### config.mk
export PLATFORM = sky130hd
export DESIGN_NAME = dual_cpu_mailbox_fifo
export DESIGN_NICKNAME = d
export VERILOG_FILES = /design/src/design/dcmbx_pkg.sv /design/src/design/dual_cpu_mailbox_fifo.sv /design/src/design/dcmbx_ram.sv /design/src/design/dcmbx_ctrl.sv /design/src/design/dcmbx_dp.sv
export SDC_FILE = /design/constraint.sdc
export NUM_CORES = 1
export LEC_CHECK = 0
export BUFFER_PORTS_ARGS = -buffer_cell sky130_fd_sc_hd__buf_2
export CELL_PAD_IN_SITES_DETAIL_PLACEMENT = 2
export CELL_PAD_IN_SITES_GLOBAL_PLACEMENT = 2
export CORE_MARGIN = 2
export CORE_UTILIZATION = 32
export CTS_CLUSTER_DIAMETER = 150
export DETAILED_ROUTE_END_ITERATION = 12
export PLACE_DENSITY = 0.54
export SLEW_MARGIN = 10
export SYNTH_ARGS = -nofsm -noshare
export SYNTH_HDL_FRONTEND = slang
export SYNTH_HIERARCHICAL = 1
export SYNTH_SLANG_ARGS = --single-unit
export TNS_END_PERCENT = 5
### constraint.sdc
create_clock -name clk -period 6.8 [get_ports clk]
set_clock_uncertainty 0.1 [all_clocks]
set_input_delay 0.34 -clock clk [delete_from_list [all_inputs] [get_ports clk]]
set_output_delay 0.34 -clock clk [all_outputs]
set_load 0.02 [all_outputs]
### src/design/dcmbx_pkg.sv
// Package for the dual processor mailbox FIFO.
// Holds command codes, control register bit masks, FSM state and the
// controller-to-datapath command struct. No dependencies.
package dcmbx_pkg;

  typedef enum logic [1:0] {
    CMD_PUSH = 2'd0,
    CMD_POP  = 2'd1,
    CMD_CTRL = 2'd2,
    CMD_NONE = 2'd3
  } dcmbx_op_t;

  typedef enum logic {
    ST_IDLE = 1'b0,
    ST_READ = 1'b1
  } dcmbx_state_t;

  typedef struct packed {
    logic accept;
    logic load;
  } dcmbx_cmd_t;

  localparam int CTRL_BITS = 16;

  localparam logic [15:0] B_SEND_EMPTY   = 16'h0001;
  localparam logic [15:0] B_SEND_FULL    = 16'h0002;
  localparam logic [15:0] B_SEND_IRQ     = 16'h0004;
  localparam logic [15:0] B_SEND_CLEAR   = 16'h0008;
  localparam logic [15:0] B_RECV_EMPTY   = 16'h0100;
  localparam logic [15:0] B_RECV_FULL    = 16'h0200;
  localparam logic [15:0] B_RECV_IRQ     = 16'h0400;
  localparam logic [15:0] B_ERROR        = 16'h4000;
  localparam logic [15:0] B_ENABLE       = 16'h8000;
  localparam logic [15:0] B_WRITABLE     = 16'h8404;
  localparam logic [15:0] KEEP_SEND_SIDE = 16'hBFFC;
  localparam logic [15:0] KEEP_RECV_SIDE = 16'hBCFF;
  localparam logic [15:0] CTRL_RESET     = 16'h0101;

  localparam int PORT_WORD_BITS = 32;

endpackage

### src/design/dual_cpu_mailbox_fifo.sv
// Top level of the dual processor mailbox FIFO.
// Instantiates dcmbx_ctrl and dcmbx_dp; depends on dcmbx_pkg.
//
//   channel | handshake             | payload
//   --------+-----------------------+----------------------------------------
//   in      | in_valid / in_ready   | in_command, in_side, in_data_word
//   out     | out_valid / out_ready | out_read_word, out_local_control,
//           |                       | out_remote_control, out_irq_side,
//           |                       | out_irq_send_empty, out_irq_recv_nonempty
//
// Each beat is accepted in ST_IDLE (state update, RAM access), then waits in ST_READ
// for the registered RAM read, after which the result loads the output register.
// A new beat is accepted while a finished result waits on the output.
// The result load waits while the output register is full and not taken.
// Reset is synchronous: both control registers return to 0x0101, queues empty.
module dual_cpu_mailbox_fifo #(
  parameter int FIFO_DEPTH = 16,
  parameter int WORD_BITS  = 32
) (
  input  logic        clk,
  input  logic        rst_n,
  input  logic        in_valid,
  output logic        in_ready,
  input  logic [1:0]  in_command,
  input  logic        in_side,
  input  logic [31:0] in_data_word,
  output logic        out_valid,
  input  logic        out_ready,
  output logic [31:0] out_read_word,
  output logic [15:0] out_local_control,
  output logic [15:0] out_remote_control,
  output logic        out_irq_side,
  output logic        out_irq_send_empty,
  output logic        out_irq_recv_nonempty
);
  import dcmbx_pkg::*;

  dcmbx_cmd_t cmd;

  dcmbx_ctrl u_ctrl (
    .clk       (clk),
    .rst_n     (rst_n),
    .in_valid  (in_valid),
    .in_ready  (in_ready),
    .out_valid (out_valid),
    .out_ready (out_ready),
    .cmd       (cmd)
  );

  dcmbx_dp #(
    .FIFO_DEPTH (FIFO_DEPTH),
    .WORD_BITS  (WORD_BITS)
  ) u_dp (
    .clk                   (clk),
    .rst_n                 (rst_n),
    .cmd                   (cmd),
    .in_command            (in_command),
    .in_side               (in_side),
    .in_data_word          (in_data_word),
    .out_read_word         (out_read_word),
    .out_local_control     (out_local_control),
    .out_remote_control    (out_remote_control),
    .out_irq_side          (out_irq_side),
    .out_irq_send_empty    (out_irq_send_empty),
    .out_irq_recv_nonempty (out_irq_recv_nonempty)
  );

endmodule

### src/design/dcmbx_ram.sv
// Generic simple dual-port RAM: one write port, one read port, registered read.
// No dependencies.
module dcmbx_ram #(
  parameter int WIDTH = 32,
  parameter int DEPTH = 32
) (
  input  logic                     clk,
  input  logic                     we,
  input  logic [$clog2(DEPTH)-1:0] waddr,
  input  logic [WIDTH-1:0]         wdata,
  input  logic                     re,
  input  logic [$clog2(DEPTH)-1:0] raddr,
  output logic [WIDTH-1:0]         rdata
);

  logic [WIDTH-1:0] mem [DEPTH];
  logic [WIDTH-1:0] rdata_r;

  always_ff @(posedge clk) begin
    if (we) begin
      mem[waddr] <= wdata;
    end
    if (re) begin
      rdata_r <= mem[raddr];
    end
  end

  assign rdata = rdata_r;

endmodule

### src/design/dcmbx_ctrl.sv
// Controller FSM for the mailbox: accepts a beat, waits for RAM read data,
// loads the output register. Depends on dcmbx_pkg.
module dcmbx_ctrl (
  input  logic                   clk,
  input  logic                   rst_n,
  input  logic                   in_valid,
  output logic                   in_ready,
  output logic                   out_valid,
  input  logic                   out_ready,
  output dcmbx_pkg::dcmbx_cmd_t  cmd
);
  import dcmbx_pkg::*;

  dcmbx_state_t state_r, state_nxt;
  logic         out_valid_r, out_valid_nxt;
  logic         can_load;

  assign can_load = !out_valid_r || out_ready;

  always_comb begin
    state_nxt = state_r;
    unique case (state_r)
      ST_IDLE: begin
        if (in_valid) state_nxt = ST_READ;
      end
      ST_READ: begin
        if (can_load) state_nxt = ST_IDLE;
      end
      default: state_nxt = ST_IDLE;
    endcase
  end

  always_comb begin
    in_ready   = 1'b0;
    cmd.accept = 1'b0;
    cmd.load   = 1'b0;
    unique case (state_r)
      ST_IDLE: begin
        in_ready   = 1'b1;
        cmd.accept = in_valid;
      end
      ST_READ: begin
        cmd.load = can_load;
      end
      default: ;
    endcase
  end

  always_comb begin
    out_valid_nxt = out_valid_r;
    if (cmd.load) out_valid_nxt = 1'b1;
    else if (out_ready) out_valid_nxt = 1'b0;
  end

  always_ff @(posedge clk) begin
    if (!rst_n) begin
      state_r     <= ST_IDLE;
      out_valid_r <= 1'b0;
    end else begin
      state_r     <= state_nxt;
      out_valid_r <= out_valid_nxt;
    end
  end

  assign out_valid = out_valid_r;

endmodule

### src/design/dcmbx_dp.sv
// Mailbox datapath: per-side pointers, fill counts and control registers,
// the shared word RAM and the output register. Depends on dcmbx_pkg, dcmbx_ram.
module dcmbx_dp #(
  parameter int FIFO_DEPTH = 16,
  parameter int WORD_BITS  = 32
) (
  input  logic                  clk,
  input  logic                  rst_n,
  input  dcmbx_pkg::dcmbx_cmd_t cmd,
  input  logic [1:0]            in_command,
  input  logic                  in_side,
  input  logic [31:0]           in_data_word,
  output logic [31:0]           out_read_word,
  output logic [15:0]           out_local_control,
  output logic [15:0]           out_remote_control,
  output logic                  out_irq_side,
  output logic                  out_irq_send_empty,
  output logic                  out_irq_recv_nonempty
);
  import dcmbx_pkg::*;

  localparam int PTR_W  = $clog2(FIFO_DEPTH);
  localparam int CNT_W  = $clog2(FIFO_DEPTH + 1);
  localparam int RAM_D  = 2 * FIFO_DEPTH;
  localparam int ADDR_W = $clog2(RAM_D);

  typedef struct packed {
    logic [PTR_W-1:0]     rp;
    logic [PTR_W-1:0]     wp;
    logic [CNT_W-1:0]     cnt;
    logic [CTRL_BITS-1:0] ctrl;
  } side_t;

  side_t s0_r, s0_nxt, s1_r, s1_nxt;
  side_t me, oth, me_n, oth_n;

  logic [15:0]          cl, cr, v;
  logic [CNT_W-1:0]     cnt_inc, cnt_dec;
  logic                 pop_ok, irq_to, p_send, p_recv;
  logic                 ram_we, ram_re;
  logic [ADDR_W-1:0]    waddr, raddr;
  logic [WORD_BITS-1:0] wdata, rdata;
  logic [31:0]          rd_ext;

  logic                 pop_ok_r;
  logic [15:0]          lc_r, rc_r;
  logic                 irq_to_r, p_send_r, p_recv_r;

  logic [31:0]          out_read_word_r;
  logic [15:0]          out_local_control_r, out_remote_control_r;
  logic                 out_irq_side_r, out_irq_send_empty_r, out_irq_recv_nonempty_r;

  generate
    if (WORD_BITS > PORT_WORD_BITS) begin : g_wide
      assign wdata  = {{(WORD_BITS - PORT_WORD_BITS){1'b0}}, in_data_word};
      assign rd_ext = rdata[PORT_WORD_BITS-1:0];
    end else if (WORD_BITS == PORT_WORD_BITS) begin : g_equal
      assign wdata  = in_data_word;
      assign rd_ext = rdata;
    end else begin : g_narrow
      assign wdata  = in_data_word[WORD_BITS-1:0];
      assign rd_ext = {{(PORT_WORD_BITS - WORD_BITS){1'b0}}, rdata};
    end
  endgenerate

  assign me      = in_side ? s1_r : s0_r;
  assign oth     = in_side ? s0_r : s1_r;
  assign cnt_inc = me.cnt + CNT_W'(1);
  assign cnt_dec = oth.cnt - CNT_W'(1);
  assign v       = in_data_word[15:0];
  assign waddr   = in_side ? ADDR_W'(FIFO_DEPTH) + ADDR_W'(me.wp) : ADDR_W'(me.wp);
  assign raddr   = in_side ? ADDR_W'(oth.rp) : ADDR_W'(FIFO_DEPTH) + ADDR_W'(oth.rp);

  always_comb begin
    me_n   = me;
    oth_n  = oth;
    cl     = me.ctrl;
    cr     = oth.ctrl;
    pop_ok = 1'b0;
    irq_to = 1'b0;
    p_send = 1'b0;
    p_recv = 1'b0;
    ram_we = 1'b0;
    ram_re = 1'b0;
    unique case (in_command)
      CMD_PUSH: begin
        if ((cl & B_ENABLE) != '0) begin
          if (me.cnt >= CNT_W'(FIFO_DEPTH)) begin
            cl = cl | B_ERROR;
          end else begin
            cl      = cl & KEEP_SEND_SIDE;
            cr      = cr & KEEP_RECV_SIDE;
            ram_we  = 1'b1;
            me_n.wp = (me.wp == PTR_W'(FIFO_DEPTH - 1)) ? '0 : me.wp + PTR_W'(1);
            me_n.cnt = cnt_inc;
            if (cnt_inc >= CNT_W'(FIFO_DEPTH)) begin
              cl = cl | B_SEND_FULL;
              cr = cr | B_RECV_FULL;
            end
            if ((cr & B_RECV_IRQ) != '0) begin
              p_recv = 1'b1;
              irq_to = ~in_side;
            end
          end
        end
      end
      CMD_POP: begin
        if ((cl & B_ENABLE) != '0) begin
          if (oth.cnt == '0) begin
            cl = cl | B_ERROR;
          end else begin
            cl        = cl & KEEP_RECV_SIDE;
            cr        = cr & KEEP_SEND_SIDE;
            ram_re    = 1'b1;
            pop_ok    = 1'b1;
            oth_n.rp  = (oth.rp == PTR_W'(FIFO_DEPTH - 1)) ? '0 : oth.rp + PTR_W'(1);
            oth_n.cnt = cnt_dec;
            if (cnt_dec == '0) begin
              cl = cl | B_RECV_EMPTY;
              cr = cr | B_SEND_EMPTY;
              if ((cr & B_SEND_IRQ) != '0) begin
                p_send = 1'b1;
                irq_to = ~in_side;
              end
            end
          end
        end
      end
      CMD_CTRL: begin
        if ((v & B_ERROR) != '0) cl = cl & ~B_ERROR;
        if ((v & B_SEND_CLEAR) != '0) begin
          me_n.rp  = '0;
          me_n.wp  = '0;
          me_n.cnt = '0;
          cl = (cl | B_SEND_EMPTY) & ~B_SEND_FULL;
          cr = (cr | B_RECV_EMPTY) & ~B_RECV_FULL;
        end
        cl = (cl & ~B_WRITABLE) | (v & B_WRITABLE);
        if ((cl & B_SEND_IRQ) != '0 && (cl & B_SEND_EMPTY) != '0) begin
          p_send = 1'b1;
          irq_to = in_side;
        end
        if ((cl & B_RECV_IRQ) != '0 && (cl & B_RECV_EMPTY) == '0) begin
          p_recv = 1'b1;
          irq_to = in_side;
        end
      end
      default: ;
    endcase
    me_n.ctrl  = cl;
    oth_n.ctrl = cr;
  end

  always_comb begin
    s0_nxt = s0_r;
    s1_nxt = s1_r;
    if (cmd.accept) begin
      s0_nxt = in_side ? oth_n : me_n;
      s1_nxt = in_side ? me_n : oth_n;
    end
  end

  always_ff @(posedge clk) begin
    if (!rst_n) begin
      s0_r <= '{rp: '0, wp: '0, cnt: '0, ctrl: CTRL_RESET};
      s1_r <= '{rp: '0, wp: '0, cnt: '0, ctrl: CTRL_RESET};
    end else begin
      s0_r <= s0_nxt;
      s1_r <= s1_nxt;
    end
  end

  dcmbx_ram #(
    .WIDTH (WORD_BITS),
    .DEPTH (RAM_D)
  ) u_ram (
    .clk   (clk),
    .we    (cmd.accept && ram_we),
    .waddr (waddr),
    .wdata (wdata),
    .re    (cmd.accept && ram_re),
    .raddr (raddr),
    .rdata (rdata)
  );

  always_ff @(posedge clk) begin
    if (cmd.accept) begin
      pop_ok_r <= pop_ok;
      lc_r     <= cl;
      rc_r     <= cr;
      irq_to_r <= irq_to;
      p_send_r <= p_send;
      p_recv_r <= p_recv;
    end
    if (cmd.load) begin
      out_read_word_r         <= pop_ok_r ? rd_ext : '0;
      out_local_control_r     <= lc_r;
      out_remote_control_r    <= rc_r;
      out_irq_side_r          <= irq_to_r;
      out_irq_send_empty_r    <= p_send_r;
      out_irq_recv_nonempty_r <= p_recv_r;
    end
  end

  assign out_read_word         = out_read_word_r;
  assign out_local_control     = out_local_control_r;
  assign out_remote_control    = out_remote_control_r;
  assign out_irq_side          = out_irq_side_r;
  assign out_irq_send_empty    = out_irq_send_empty_r;
  assign out_irq_recv_nonempty = out_irq_recv_nonempty_r;

endmodule

[After elaboration in Yosys (flattened, before gate mapping)]
Memory sizes are Yosys's and may differ from the RTL's. A register that Yosys moved wholly into a read port is not among the register bits.
Index checks and enable logic that the tools add are counted.
Storage, ports and cells
  word-level logic and storage cells: 126
  memories kept: 1
  flip-flop bits (word level): 163
  output and inout bits: 69
  input port bits: 39
  bits in writable memories: 1024
Memory list
  u_dp.u_ram.mem: words 32, width 32, rd ports 1, clocked after memory_dff 1, wr ports 1, line dcmbx_ram.sv:16  | logic [WIDTH-1:0] mem [DEPTH];
Operators by class
  reductions and logical operators: 11
  bitwise gates (word level): 3
  order comparisons: 2
  eq/ne operators: 4
  add/sub/neg operators: 6
  mux-type cells: 77
Operators with widths (count)
  $mux W29: 4
  $mux W16: 7
  $pmux W16 S3: 2
  $mux W15: 6
  $mux W1: 34
  $mux W9: 3
  $mux W5: 5
  $mux W4: 6
  $mux W10: 2
  $pmux W9 S2: 1
  $logic_not A16 Y1: 1
  $or A15 B16 Y16: 1
  $mux W13: 1
  $add A5 B4 Y5 const A: 2
  $ge A5 B5 Y1 const B: 2
  $logic_not A5 Y1: 2
  $add A4 B1 Y4 const B: 2
  $eq A4 B4 Y1 const B: 2
  $pmux W1 S2: 3
  $add A5 B1 Y5 const B: 1
  $sub A5 B1 Y5 const B: 1
  $logic_and A1 B1 Y1: 4
  $mux W2: 2
  $pmux W1 S3: 1
  7 further kinds: 8

[Depth between registers and ports, before layout]
  depth in word-level cells: 11
  gate-level depth with buffers: 15
  depth with buffers taken out: 8

[Modules after synthesis]
Netlist, hierarchy kept.
Modules (own cells, without submodules)
  dcmbx_ram: cells an instance 2260, seq. area each 31710.4 µm², area each 40812.9 µm², times used 1
  dcmbx_dp: cells an instance 608, seq. area each 4254.1 µm², area each 7180.6 µm², times used 1
  dcmbx_ctrl: cells an instance 10, seq. area each 40.0 µm², area each 110.1 µm², times used 1

[Worst setup path before layout]
No wires, ideal clock.
  kind: input-to-reg
  start point: in in_valid
  end point: mem u_dp.u_ram.mem[12][0] (enable)
  path slack: 1.916 ns
  cell stages on the path: 9
  required time: 6.279 ns
  buffers on the path: 4
  library setup time: 0.421 ns
  data arrival time: 4.363 ns
  cell sequence: nor2b_2 clkbuf_1 inv_1 clkbuf_1 clkbuf_1 nor2_1 or3b_2 clkbuf_1 nor2_1
Between the ends
  longest elaborated chain between the ends: 4
Ends and longest elaborated chain
  start: declaration: line dual_cpu_mailbox_fifo.sv:22  | input logic in_valid,
  $mux W1: line dcmbx_ctrl.sv:37  | unique case (state_r)
  $logic_and A1 B1 Y1: line dcmbx_dp.sv:178  | .we (cmd.accept && ram_we),
  $mux W1: line dcmbx_ram.sv:20  | if (we) begin
  $mux W1 (not written as such): line dcmbx_ram.sv:21  | mem[waddr] <= wdata;
  end: declaration: line dcmbx_ram.sv:16
No other way between the ends.

[Worst setup path in the final report]
  start point: reg u_dp/s0_r[15] (netlist name)
  end point: mem u_dp.u_ram.mem[12][5] (enable)
Between the ends
  longest elaborated chain between the ends: 6
Ends and longest elaborated chain
  start: declaration: line dcmbx_dp.sv:34  | side_t s0_r, s0_nxt, s1_r, s1_nxt;
  start signal: assignment: line dcmbx_dp.sv:165  | s0_r <= '{rp: '0, wp: '0, cnt: '0, ctrl: CTRL_RESET};
  start signal: assignment: line dcmbx_dp.sv:168  | s0_r <= s0_nxt;
  $mux W29: line dcmbx_dp.sv:66  | assign me = in_side ? s1_r : s0_r;
  $mux W1: line dcmbx_dp.sv:87  | if ((cl & B_ENABLE) != '0) begin
  $mux W1: line dcmbx_dp.sv:85  | unique case (in_command)
  $logic_and A1 B1 Y1: line dcmbx_dp.sv:178
  $mux W1: line dcmbx_ram.sv:20
  $mux W1 (not written as such): line dcmbx_ram.sv:21
No other way between the ends.

==> qor.txt <==
ANT nets after route = 0
Finished Core Util = 37.2%
Syn_nets = 2927
DR vias/cell = 5.17
Port buffer count = 107
Final min period = 3.84 ns
WL/cell = 29.4 µm
Die ar. = 153000 µm²
RSZ-0062 raised after global routing = no
Outcome = finished, final reports clean
Chip Width = 392 µm
Worst stage delay on the critical path = 0.78 ns
GPL Wtd Cong = 0.755
Number of synthesized flops with an enable pin = 1159
Commonest register cell after synthesis = edfxtp_1
Setup TNS = 0 ns
CTS buffer count = 141
Leak pwr = 17.0 nW
WL final = 152000 µm
Final setup violation count = 0
Vias in the first global route = 28900
Row count = 142
Remaining DRCs = 0
DR vias = 26700
FF+latch count, synth = 1219
Clock Latency Late Sink = 0.78 ns
Worst slew pin tran = 1.22 ns
Placed Area = 51200 µm²
Layout net count = 3086
Count leader, synth = edfxtp_1
Clock slew seen by the registers of the worst setup and hold paths = 0.06 ns
Synth Cell Area = 48100 µm²
Critical path endpoint category = register
Cells after synthesis = 2878
Maximum VDD drop = 0.000240 V
Core ar. = 150000 µm²
Initial antenna violation count = 7
Largest area contributor in the synthesized netlist = edfxtp_1
Cell variety after synth = 77
Sequential fraction of the synthesis area = 74.8%
Worst slew margin relative to its limit = 18.3%
Post-synth top cells = 1159 x edfxtp_1, 542 x mux2i_1, 133 x nand2_1
Fillers = 14700
Fmax = 0.260 GHz
Synthesized area per cell = 16.7 µm²
Worst-path maximum fanout = 19
IO Pins = 108
Total power = 15.9 mW
Critical path arrival = 4.16 ns
CTS Buffer Depth = 3
Fin crit share = 56.5%
First-pass GRT wire length = 216000 µm
Crit start category = register
Top cell type's share of synthesized area = 72.4%
Max cap viols = 0
CTS tree = done
Layout cells sized above 1 = 14.1%
Finished Cell Area = 55600 µm²
Hold violation count in the final report = 0
H-tree depth = 4
Worst path cell trace = or3b_1 -> a21o_1 -> nor2_1 -> or3b_2 -> nor2_4 -> buf_4
CP required = 7.12 ns
Largest net degree at the start of global routing = 112
WS Path Type = register to register
CP bufs+invs = 1
Fin. max-slew vios = 0
Initial Utilization = 32.2%
Clock tree sinks = 1219
Total grt overflow = 0
Top post-synthesis cells by area = edfxtp_1 72%, mux2i_1 11%, dfxtp_1 2.5%
DP HPWL = 92400 µm
Async S/R FF share, synth = 0%
Total track usage = 19.7%
Min-Delay Path Class = primary input to register
Die Height = 392 µm
PwrDens = 286 nW/µm²
Delay-heaviest family, CP = simple AND/OR/NAND/NOR gates
Detailed Route Iter0 Violations = 1573
Layout area overhead = 15.6%
Yosys warning count = 6
WHS = 0.0780 ns
Root buf cell = clkbuf_16
DRT Pass-1 Iters = 5
Crit-path slowest cell = or3b_2
-- path summary, 6_finish.rpt --
check,slack [ns],to,from,cells after the start
max,2.96,u_dp/u_ram/mem[12][5],u_dp/s0_r[15],6
min,0.08,u_dp/s1_r[0],rst_n,2
max reg2reg,2.96,u_dp/u_ram/mem[12][5],u_dp/s0_r[15],6
min reg2reg,0.31,u_dp/out_remote_control[1],u_dp/rc_r[1],0
-- cell usage in the layout (no fill, tap or decap), types with 5 or more instances in the layout --
master / netlist / routed
buf_2: 39 / 106
nor3_1: 39 / 39
and2_1: 54 / 52
nand3_1: 120 / 120
clkinv_1: 0 / 35
o21ai_0: 32 / 32
nand3b_1: 6 / 6
edfxtp_1: 1159 / 1159
buf_12: 0 / 12
inv_1: 21 / 21
and3_1: 5 / 5
nor2_4: 0 / 34
dfxtp_1: 60 / 60
a22oi_1: 100 / 100
clkbuf_1: 63 / 41
a22o_1: 64 / 64
nand2_1: 133 / 132
mux2i_1: 542 / 542
buf_4: 35 / 55
clkinv_2: 0 / 17
mux2_2: 31 / 30
dlygate4sd3_1: 0 / 6
a21oi_1: 123 / 123
ha_1: 10 / 10
a31oi_1: 40 / 40
a211oi_1: 18 / 18
nor2_1: 71 / 37
a311oi_1: 5 / 5
clkbuf_16: 0 / 145
-- report_power, final --
| group | internal, mW | switching (mW) | total, mW |
|---|---|---|---|
| Clock | 4.12 | 3.06 | 7.18 |
| Sequential | 8.26 | 0.0218 | 8.29 |
| Combinational | 0.0892 | 0.356 | 0.446 |
-- logic make-up (layout without fill, tap and decap cells) --
kind of cell / count (synthesis) / after routing / synth area share, %
flip-flops: 1219 / 1219 / 74.8
multiplexers: 573 / 573 / 12.0
AO/OA/AOI/OAI: 424 / 424 / 6.03
buffers and inverters: 184 / 457 / 2.08
other: 0 / 3 / 0
XOR/XNOR: 1 / 1 / 0.0182
adder cells (fa/ha/maj): 10 / 10 / 0.260
AND/OR/NAND/NOR: 467 / 467 / 4.76
-- registers in the layout, summed over array words and instances (netlist names), 16 cells and up --
name,cells
u_dp/u_ram/mem,1024
u_dp/out_read_word,32
u_dp/u_ram/rdata,32
u_dp/s0_r,29
u_dp/s1_r,29
u_dp/lc_r,16
u_dp/out_local_control,16
u_dp/out_remote_control,16
u_dp/rc_r,16
-- through the flow --
stage | std cells | setup WS, ns
2_1_floorplan | 2878 | 1.92
3_3_place_gp | 4901 | 2.22
3_5_place_dp | 4903 | 2.06
4_1_cts | 5166 | 2.85
5_1_grt | 5167 | 2.73
6_report | 5170 | 2.96
-- what timing repair did --
item,in CTS,in global routing
gates resized for setup,0,0
buffers inserted,0,0
hold endpoints to repair,41,0
hold buffers,6,0
-- layout make-up --
cell class	instances	area [µm²]	area share (%)
Antenna cell	3	7.51	0.0135
Clock buffer	190	3840	6.90
Clock inverter	67	497	0.893
Inverter	21	78.8	0.142
Multi-Input combinational cell	1475	11400	20.5
Sequential cell	1219	36000	64.8
Tap cell	2016	2520	4.54
Timing Repair Buffer	179	1240	2.24
-- metal layers --
metal	up-vias	GRT usage [%]	wire length (µm)
met5	-	0	0
met4	0	5.17	3080
met3	183	2.59	4890
met2	482	34.3	76600
met1	14400	25.9	67100
li1	11700	-	-
Power figures use the tool's default switching activity.
